**src/sv/ckp_pkg.sv**
```systemverilog
// Shared types and constants for the complex Kronecker product block.
`default_nettype none

package ckp_pkg;

    localparam int MAX_B_ENTRIES = 64;
    localparam int BIDX_W        = $clog2(MAX_B_ENTRIES);
    localparam int BCNT_W        = BIDX_W + 1;
    localparam int BQ_W          = 3;
    localparam int VAL_W         = 16;
    localparam int PP_W          = 2 * VAL_W;
    localparam int PROD_W        = PP_W + 1;
    localparam int QDEPTH        = 4;
    localparam int QAW           = $clog2(QDEPTH);

    localparam logic CMD_LOAD = 1'b0;
    localparam logic CMD_MUL  = 1'b1;

    typedef struct packed {
        logic                    is_mul;
        logic [BIDX_W-1:0]       idx;
        logic signed [VAL_W-1:0] re;
        logic signed [VAL_W-1:0] im;
    } ckp_item_t;

    typedef struct packed {
        logic busy;
        logic issue_last;
    } ckp_status_t;

endpackage

`default_nettype wire

```
**src/sv/ckp_front.sv**
```systemverilog
// Input side: classify incoming words and hold them in a short queue.
`default_nettype none

module ckp_front (
    input  wire                            clk,
    input  wire                            rst_n,
    input  wire                            in_valid,
    output logic                           in_stall,
    input  wire                            cmd,
    input  wire  [ckp_pkg::BIDX_W-1:0]     b_index,
    input  wire  signed [ckp_pkg::VAL_W-1:0] val_re,
    input  wire  signed [ckp_pkg::VAL_W-1:0] val_im,
    output ckp_pkg::ckp_item_t             q_item,
    output logic                           q_valid,
    input  wire                            q_pop
);
    import ckp_pkg::*;

    ckp_item_t        queue_mem [QDEPTH];
    ckp_item_t        push_item;
    logic [QAW-1:0]   wr_ptr_reg, wr_ptr_next;
    logic [QAW-1:0]   rd_ptr_reg, rd_ptr_next;
    logic [QAW:0]     cnt_reg, cnt_next;
    logic             push;

    assign in_stall = (cnt_reg == (QAW+1)'(QDEPTH));
    assign push     = in_valid && !in_stall;
    assign q_valid  = (cnt_reg != '0);
    assign q_item   = queue_mem[rd_ptr_reg];

    always_comb
    begin
        push_item.is_mul = (cmd == CMD_MUL);
        push_item.idx    = b_index;
        push_item.re     = val_re;
        push_item.im     = val_im;
    end

    always_comb
    begin
        wr_ptr_next = wr_ptr_reg;
        rd_ptr_next = rd_ptr_reg;
        cnt_next    = cnt_reg;
        if (push)
        begin
            wr_ptr_next = wr_ptr_reg + 1'b1;
        end
        if (q_pop)
        begin
            rd_ptr_next = rd_ptr_reg + 1'b1;
        end
        case ({push, q_pop})
            2'b10:   cnt_next = cnt_reg + 1'b1;
            2'b01:   cnt_next = cnt_reg - 1'b1;
            default: cnt_next = cnt_reg;
        endcase
    end

    always_ff @(posedge clk or negedge rst_n)
    begin
        if (!rst_n)
        begin
            wr_ptr_reg <= '0;
            rd_ptr_reg <= '0;
            cnt_reg    <= '0;
        end
        else
        begin
            wr_ptr_reg <= wr_ptr_next;
            rd_ptr_reg <= rd_ptr_next;
            cnt_reg    <= cnt_next;
        end
    end

    always_ff @(posedge clk)
    begin
        if (push)
        begin
            queue_mem[wr_ptr_reg] <= push_item;
        end
    end

endmodule

`default_nettype wire

```
**config.mk**
```make
export PLATFORM = sky130hd
export DESIGN_NAME = ckp_front
export DESIGN_NICKNAME = d
export VERILOG_FILES = /design/src/sv/ckp_pkg.sv /design/src/sv/ckp_front.sv
export SDC_FILE = /design/constraint.sdc
export NUM_CORES = 1
export LEC_CHECK = 0
export BUFFER_PORTS_ARGS = -buffer_cell sky130_fd_sc_hd__buf_2
export CAP_MARGIN = 20
export CORE_MARGIN = 1
export CORE_UTILIZATION = 55
export CTS_CLUSTER_SIZE = 28
export DETAILED_ROUTE_END_ITERATION = 12
export GPL_ROUTABILITY_DRIVEN = 0
export PLACE_DENSITY = 0.81
export SLEW_MARGIN = 20
export SYNTH_ARGS = -nofsm -noshare
export SYNTH_HDL_FRONTEND = slang
export SYNTH_SLANG_ARGS = --single-unit
```
**constraint.sdc**
```tcl
create_clock -name clk -period 2.7 [get_ports clk]
set_input_delay 0.81 -clock clk [delete_from_list [all_inputs] [get_ports clk]]
set_output_delay 0.81 -clock clk [all_outputs]
set_load 0.01 [all_outputs]
```
# [Word-level counts from Yosys, hierarchy flattened]
# Memory sizes are Yosys's and may differ from the RTL's.
# Cells that the tools add are included.
[op_classes] add_sub_neg=4 eq_ne=3 muxes=3 reduce_logical=4
[ops] op="$pmux 3 s2" count=1
[ops] op="$add 2x1->2 const B" count=2
[ops] op="$add 3x1->3 const B" count=1
[ops] op="$eq 3x3->1 const B" count=1
[ops] op="$reduce_bool 3->1" count=1
[ops] op="$sub 3x1->3 const B" count=1
[ops] op="$eq 2x1->1 const B" count=1
[ops] op="$eq 2x2->1 const B" count=1
[ops] op="$mux 1" count=2
[ops] op="$reduce_bool 2->1" count=1
[ops] op="$logic_and 1x1->1" count=1
[ops] op="$logic_not 1->1" count=1
[totals] ff_bits=7 mem_bits_rw=156 inputBits=43 output_inout_bits=41 wordCells=18 n_memories=1
[mem_list] name="queue_mem" words=4 word_bits=39 read_ports=1 rd_ports_with_merged_regs=0 wr=1 line="ckp_front.sv:19" rtl="ckp_item_t queue_mem [QDEPTH];"

# [Longest topological paths before layout]
# Gate-level depths: netlist of run 1.
[depth] ltp_word=5 depth_mapped=9 mapped_depth_nobuf=9

# [Worst setup path after synthesis of run 1]
# Ideal clock, no wire load.
[synth_timing] path_type="input-to-reg" startpoint="input port in_valid" endpoint="memory queue_mem[0][0] (netlist bit), enable pin" setup_ns=0.400 arrival_ns=2.028 t_required_ns=2.300 slack_ns=0.272 stages=2 cell_sequence="nor2b_2 > and2_1"
[synth_between] elab_chain_len=3
[synth_lines] item="from (decl)" line="ckp_front.sv:7" rtl="input wire in_valid,"
[synth_lines] item="$logic_and 1x1->1" line="ckp_front.sv:27" rtl="assign push = in_valid && !in_stall;"
[synth_lines] item="$mux 1" line="ckp_front.sv:77" rtl="if (push)"
[synth_lines] item="$mux 1 (not written as such)" line="ckp_front.sv:79" rtl="queue_mem[wr_ptr_reg] <= push_item;"
[synth_lines] item="to (decl)" line="ckp_front.sv:19"
# Every way passes these cells.

==> results of run 1 <==
[cells by family (layout without fill, tap and decap cells)]
group                      count (synthesis)  in the layout
buffers and inverters                     15            141
and+or+nand+nor                            9              9
DFF                                      163            163
muxes                                     41             41
xor gates and xnor gates                   6              6
adders and majority gates                  6              6
[path summary, 6_finish.rpt]
kind                                from         endpoint  slack, ns
hold / removal                     rst_n    rd_ptr_reg[0]       0.12
setup reg to reg              cnt_reg[0]       cnt_reg[2]       0.77
min in group clk               val_im[6]  queue_mem[0][6]       0.50
setup / recovery           rd_ptr_reg[0]       q_item[24]      -0.02
max in group asynchronous          rst_n    rd_ptr_reg[1]       2.39
hold reg to reg               cnt_reg[2]       cnt_reg[2]       0.51
[cell usage in the layout (no fill, tap or decap), drive strengths merged]
cell type  count
and2           4
ha             5
mux2i          1
dfrtp          7
or3            1
fa             1
edfxtp       156
nand2          1
nor2           1
mux2           1
nor3b          1
clkinv         4
bufbuf         1
xor2           3
clkinvlp       3
nor2b          1
xnor2          3
buf          101
mux4          39
bufinv         4
inv            8
clkbuf        20
[critical path: cells and delay by family, from the launching register on]
family	cells	cell delay [ns]
mux	1	0.51
flops	1	0.41
buf+inv	2	0.46
[per-stage QoR]
stage	utilization	power, mW	TNS, ns	hold slack, ns
after floorplan	-	5.159	0	0.4474
after global placement	0.6214	5.864	0	0.4791
after detailed placement	0.6214	5.940	0	0.5025
after CTS	0.6926	8.701	-0.3162	0.09298
after global routing	0.7010	9.177	-2.336	0.09614
final	0.7010	8.794	-0.07592	0.1185
[cells in the mapped netlist]
cell	count	area share
edfxtp_1	156	0.77
mux4_2	38	0.14
dfrtp_1	7	0.029
inv_1	6	0.0037
ha_1	5	0.010
and2_1	4	0.0041
buf_12	4	0.013
buf_2	4	0.0033
xnor2_1	3	0.0043
xor2_1	3	0.0043
buf_6	1	0.0018
fa_1	1	0.0033
mux2_2	1	0.0018
mux2i_1	1	0.0016
mux4_1	1	0.0043
nand2_1	1	0.00062
nor2_1	1	0.00062
nor2b_2	1	0.0014
nor3b_2	1	0.0021
or3_1	1	0.0010
[routing by layer]
metal / wire length (microns) / GRT usage / part of all wire / up-vias
li1: - / - / - / 1233
met5: 0 / 0 / 0 / -
met3: 727 / 0.07720 / 0.068 / 8
met2: 5634 / 0.3281 / 0.53 / 112
met4: 103 / 0.06947 / 0.0096 / 0
met1: 4216 / 0.2572 / 0.39 / 1428
[cell type report]
type | count | area [sq um]
multi-input combinational | 62 | 1100
timing repair buffer | 103 | 802.0
fill | 624 | 3227
sequential | 163 | 4862
inverter | 6 | 22.52
clock buffer | 19 | 421.7
clock inverter | 13 | 182.7
tap | 140 | 175.2
[report_power, final]
part	switching (mW)	internal, mW
clock network	0.922	1.50
registers	0.189	3.35
logic	1.29	1.54
[repair_timing]
item	CTS	global route
gates resized for setup	12	11
endpoints found under the setup margin	39	39
cloned	3	1
buffers inserted	4	0
==> results.cfg, run 1 <==
[status]
status = complete, but fails checks
violations = negative setup slack

[setup_path]
rr_worst_depth = 9
cp-start-kind = flip-flop
crit_required_ns = 1.89
cp_data_arrival_time_ns = 1.91
end_kind = output port
cpPeakStageDelay_ns = 0.51
cp_cell_sequence = bufbuf_16, mux4_2, buf_2
crit_slowest_cell = mux4_2
cp_max_fo = 7
critPathKind = reg -> out

[routing]
antenna_left = 0
dr.pass1.iters = 4
drt-initial-drc-count = 187
drcViolationCount = 0
viasPerCell = 5.496
wl_per_cell_microns = 21.11
wl_microns = 10680
via_count = 2781

[sta]
final.setup.worst_slack_ns = -0.01535
fmax_ghz = 0.3683
setup_viol = 11
post-route-period-util = 1.006
tightest_slew_ns = 0.4159
final-hold-violation-count = 0
finClkSkew_ns = 0.005733
fin_crit_ns = 2.715
relSlewSlack = 0.7227
rsz0062_at_grt = yes
maxSlewViolCount = 0

[logic_synthesis]
synth_xor_area_frac = 0.008626
ys_warn_count = 0
synthesis.nets = 289
synthAdderAreaFrac = 0.01356
synth-compound-area-share = 0
syn_area_sq_um = 6092
synth_top_family_by_area = multiplexers
postSynthCellCount = 240
syn_avg_cell_area_sq_um = 25.38
ys_ff_latch = 163
synth_mux_area_frac = 0.1483
synthDistinctLibCells = 20
yosysSeqAreaShare = 0.7977
yosys.area_share.simple = 0.009858

[finish]
largest_reg_flops = 156
diodes = 0
area_growth_pct = 24.19
layout.nets = 402
drive_above_1_share = 0.4918
fin_area_sq_um = 7566
fin_cells = 506

[placed_design]
placed_area_sq_um = 6706
pre_cts_ws_ns = 0.3835
port-buffer-count = 83
placed_cells = 466
dp_hpwl_microns = 6260

[global_route]
grt_pass1_vias = 2899
grt_use_total = 0.2041
grt_max_degree = 27
antenna_found_initial = 0
grt_pass1_wl_microns = 15900
overflow = 0

[cts]
worstSkewPairLatency_ns = 0.53
cts-htree-levels = 4
ctsHoldBuffers = 0
cts_root_buf = clkbuf_8
cts_sinks = 163
clk_path_buf_depth = 2
clk_pin_slew_ns = 0.06
cts_made_buffers = 17
cts_tree = built

[run]
drv_cap = 0

[die]
core_area_sq_um = 10790
start_util = 0.5645
die_area_sq_um = 11500
rows = 38
die_h_microns = 107.2
dieWidth_microns = 107.2
pin_count = 84

[pwr]
p_leak_nw = 2.691
vdd_ir_drop_max_mv = 0.4841
power_density_nw_per_um2 = 1162

[worst_hold_path]
hold_class = in -> async
(Power assumes the default switching activity.)
==> inputs of run 2 (changes only) <==
- CELL_PAD_IN_SITES_DETAIL_PLACEMENT: default -> 1
- CELL_PAD_IN_SITES_GLOBAL_PLACEMENT: default -> 1
- CORE_UTILIZATION: 55 -> 50
- PLACE_DENSITY: 0.81 -> 0.9
==> run 2 against run 1 <==
  * The run now ends clean
  * Clock skew is 0.0033 ns higher
  * Clock power is 8.7% lower
  * Die area is 9.8% higher
  * Wire length is 11% higher
  * Sequential share of layout area is 1.4 points higher
  * Combinational power is 9.9% lower
  * Clock-buffer cell count is 3 higher
  * Via count is 0.61% higher
  * Setup slack better by 0.092 ns
==> results.cfg, run 2 (synthesis results as in run 1) <==
[die]
core_area_sq_um = 11660
rows = 39
die_area_sq_um = 12630
die_h_microns = 112.4
dieWidth_microns = 112.4
start_util = 0.5224
pin_count = 84

[sta]
finClkSkew_ns = 0.009047
relSlewSlack = 0.6940
setup_viol = 0
rsz0062_at_grt = no
tightest_slew_ns = 0.4590
post-route-period-util = 0.9717
finalSetupTns_ns = 0
final-hold-violation-count = 0
fin_crit_ns = 2.623
final.setup.worst_slack_ns = 0.07650
fmax_ghz = 0.3812
maxSlewViolCount = 0

[setup_path]
cp_max_fo = 5
r2r-end = cnt_reg[2]
r2r_slack_ns = 0.65
cp_data_arrival_time_ns = 1.81
rr_worst_depth = 9
crit_required_ns = 1.89
critPathKind = reg -> out
cp-start-kind = flip-flop
r2r-start = cnt_reg[0]
end_kind = output port

[finish]
fin_area_sq_um = 7406
n_fill_cell = 963
area_growth_pct = 21.56
layout.nets = 398
final_common_cell = edfxtp_1
largest_reg_flops = 156
diodes = 0
final_cell_mix = 156 x edfxtp_1, 83 x buf_2, 38 x mux4_2, 18 x clkbuf_16, 12 x buf_12
drive_above_1_share = 0.4694

[placed_design]
placed_area_sq_um = 6818
pre_cts_ws_ns = 0.3384
port-buffer-count = 83
dp_hpwl_microns = 7753

[cts]
cts_tree = built
cts-htree-levels = 4
ctsHoldBuffers = 0
cts_root_buf = clkbuf_16
worstSkewPairLatency_ns = 0.43
clk_pin_slew_ns = 0.06
clk_path_buf_depth = 2
cts_made_buffers = 17
cts_sinks = 163

[routing]
via_count = 2798
antenna_left = 0
drcViolationCount = 0
wl_microns = 11860
wl_per_cell_microns = 23.58
viasPerCell = 5.563
drt-initial-drc-count = 127
dr.pass1.iters = 4

[pwr]
vdd_ir_drop_max_mv = 0.6505
power.total_mw = 8.340
p_leak_nw = 2.614
power_density_nw_per_um2 = 1126

[global_route]
grt_pass1_wl_microns = 18330
grt_use_total = 0.2082
grt_pass1_vias = 3194
grt_max_degree = 22
overflow = 0
antenna_found_initial = 0

[run]
drv_cap = 0

[worst_hold_path]
hold_class = in -> async

[status]
status = complete, no violations
[run 2: final cells by class]
| cell class | count | area, sq um | area share |
|---|---|---|---|
| Clock buffer | 22 | 444.2 | 0.05998 |
| Clock inverter | 8 | 87.58 | 0.01183 |
| Inverter | 6 | 22.52 | 0.003041 |
| Multi-Input combinational cell | 62 | 1104 | 0.1490 |
| Sequential cell | 163 | 4862 | 0.6565 |
| Tap cell | 143 | 178.9 | 0.02416 |
| Timing Repair Buffer | 99 | 706.9 | 0.09546 |
[run 2: critical path: stages, from the launching register on]
cell,delay (ns)
dfrtp_2,0.45
buf_12,0.14
buf_12,0.12
mux4_2,0.52
buf_2,0.16
[run 2: per-layer routing]
layer	global-route usage	wire [microns]	vias up
li1	-	-	1221
met1	0.2499	4765	1480
met2	0.3532	6381	83
met3	0.06479	561	14
met4	0.08533	153	0
met5	0	0	-
[run 2: power breakdown]
part	internal, mW	switching (mW)	total [mW]
Clock	1.34	0.877	2.21
Sequential	3.36	0.220	3.57
Combinational	1.30	1.25	2.55
[run 2: worst max-delay path by stage]
| stage | from | endpoint | slack, ns | cells after the start |
|---|---|---|---|---|
| CTS | rd_ptr_reg[0] | q_item[1] | 0.03 | 3 |
| global route | rd_ptr_reg[1] | q_item[18] | 0.01 | 3 |
| floorplan | in_valid | queue_mem[0][0] | 0.27 | 2 |
| global placement | rd_ptr_reg[0] | q_item[1] | 0.42 | 3 |
| detailed placement | in_valid | cnt_reg[2] | 0.34 | 9 |
| finish | rd_ptr_reg[0] | q_item[18] | 0.08 | 4 |
[run 2: what timing repair did]
item	in CTS	in global routing
buffers inserted	2	0
cloned	0	1
setup endpoints to repair	25	3
gates resized for setup	0	1
endpoints found under the hold margin	0	0
[run 2: through the flow]
| stage | utilization | hold WS [ns] | std cells |
|---|---|---|---|
| global placement | 0.5846 | 0.4805 | 470 |
| finish | 0.6350 | 0.2311 | 503 |
| global route | 0.6350 | 0.2240 | 503 |
| floorplan | - | 0.4474 | 240 |
| CTS | 0.6326 | 0.2239 | 502 |
| detailed placement | 0.5846 | 0.4969 | 470 |
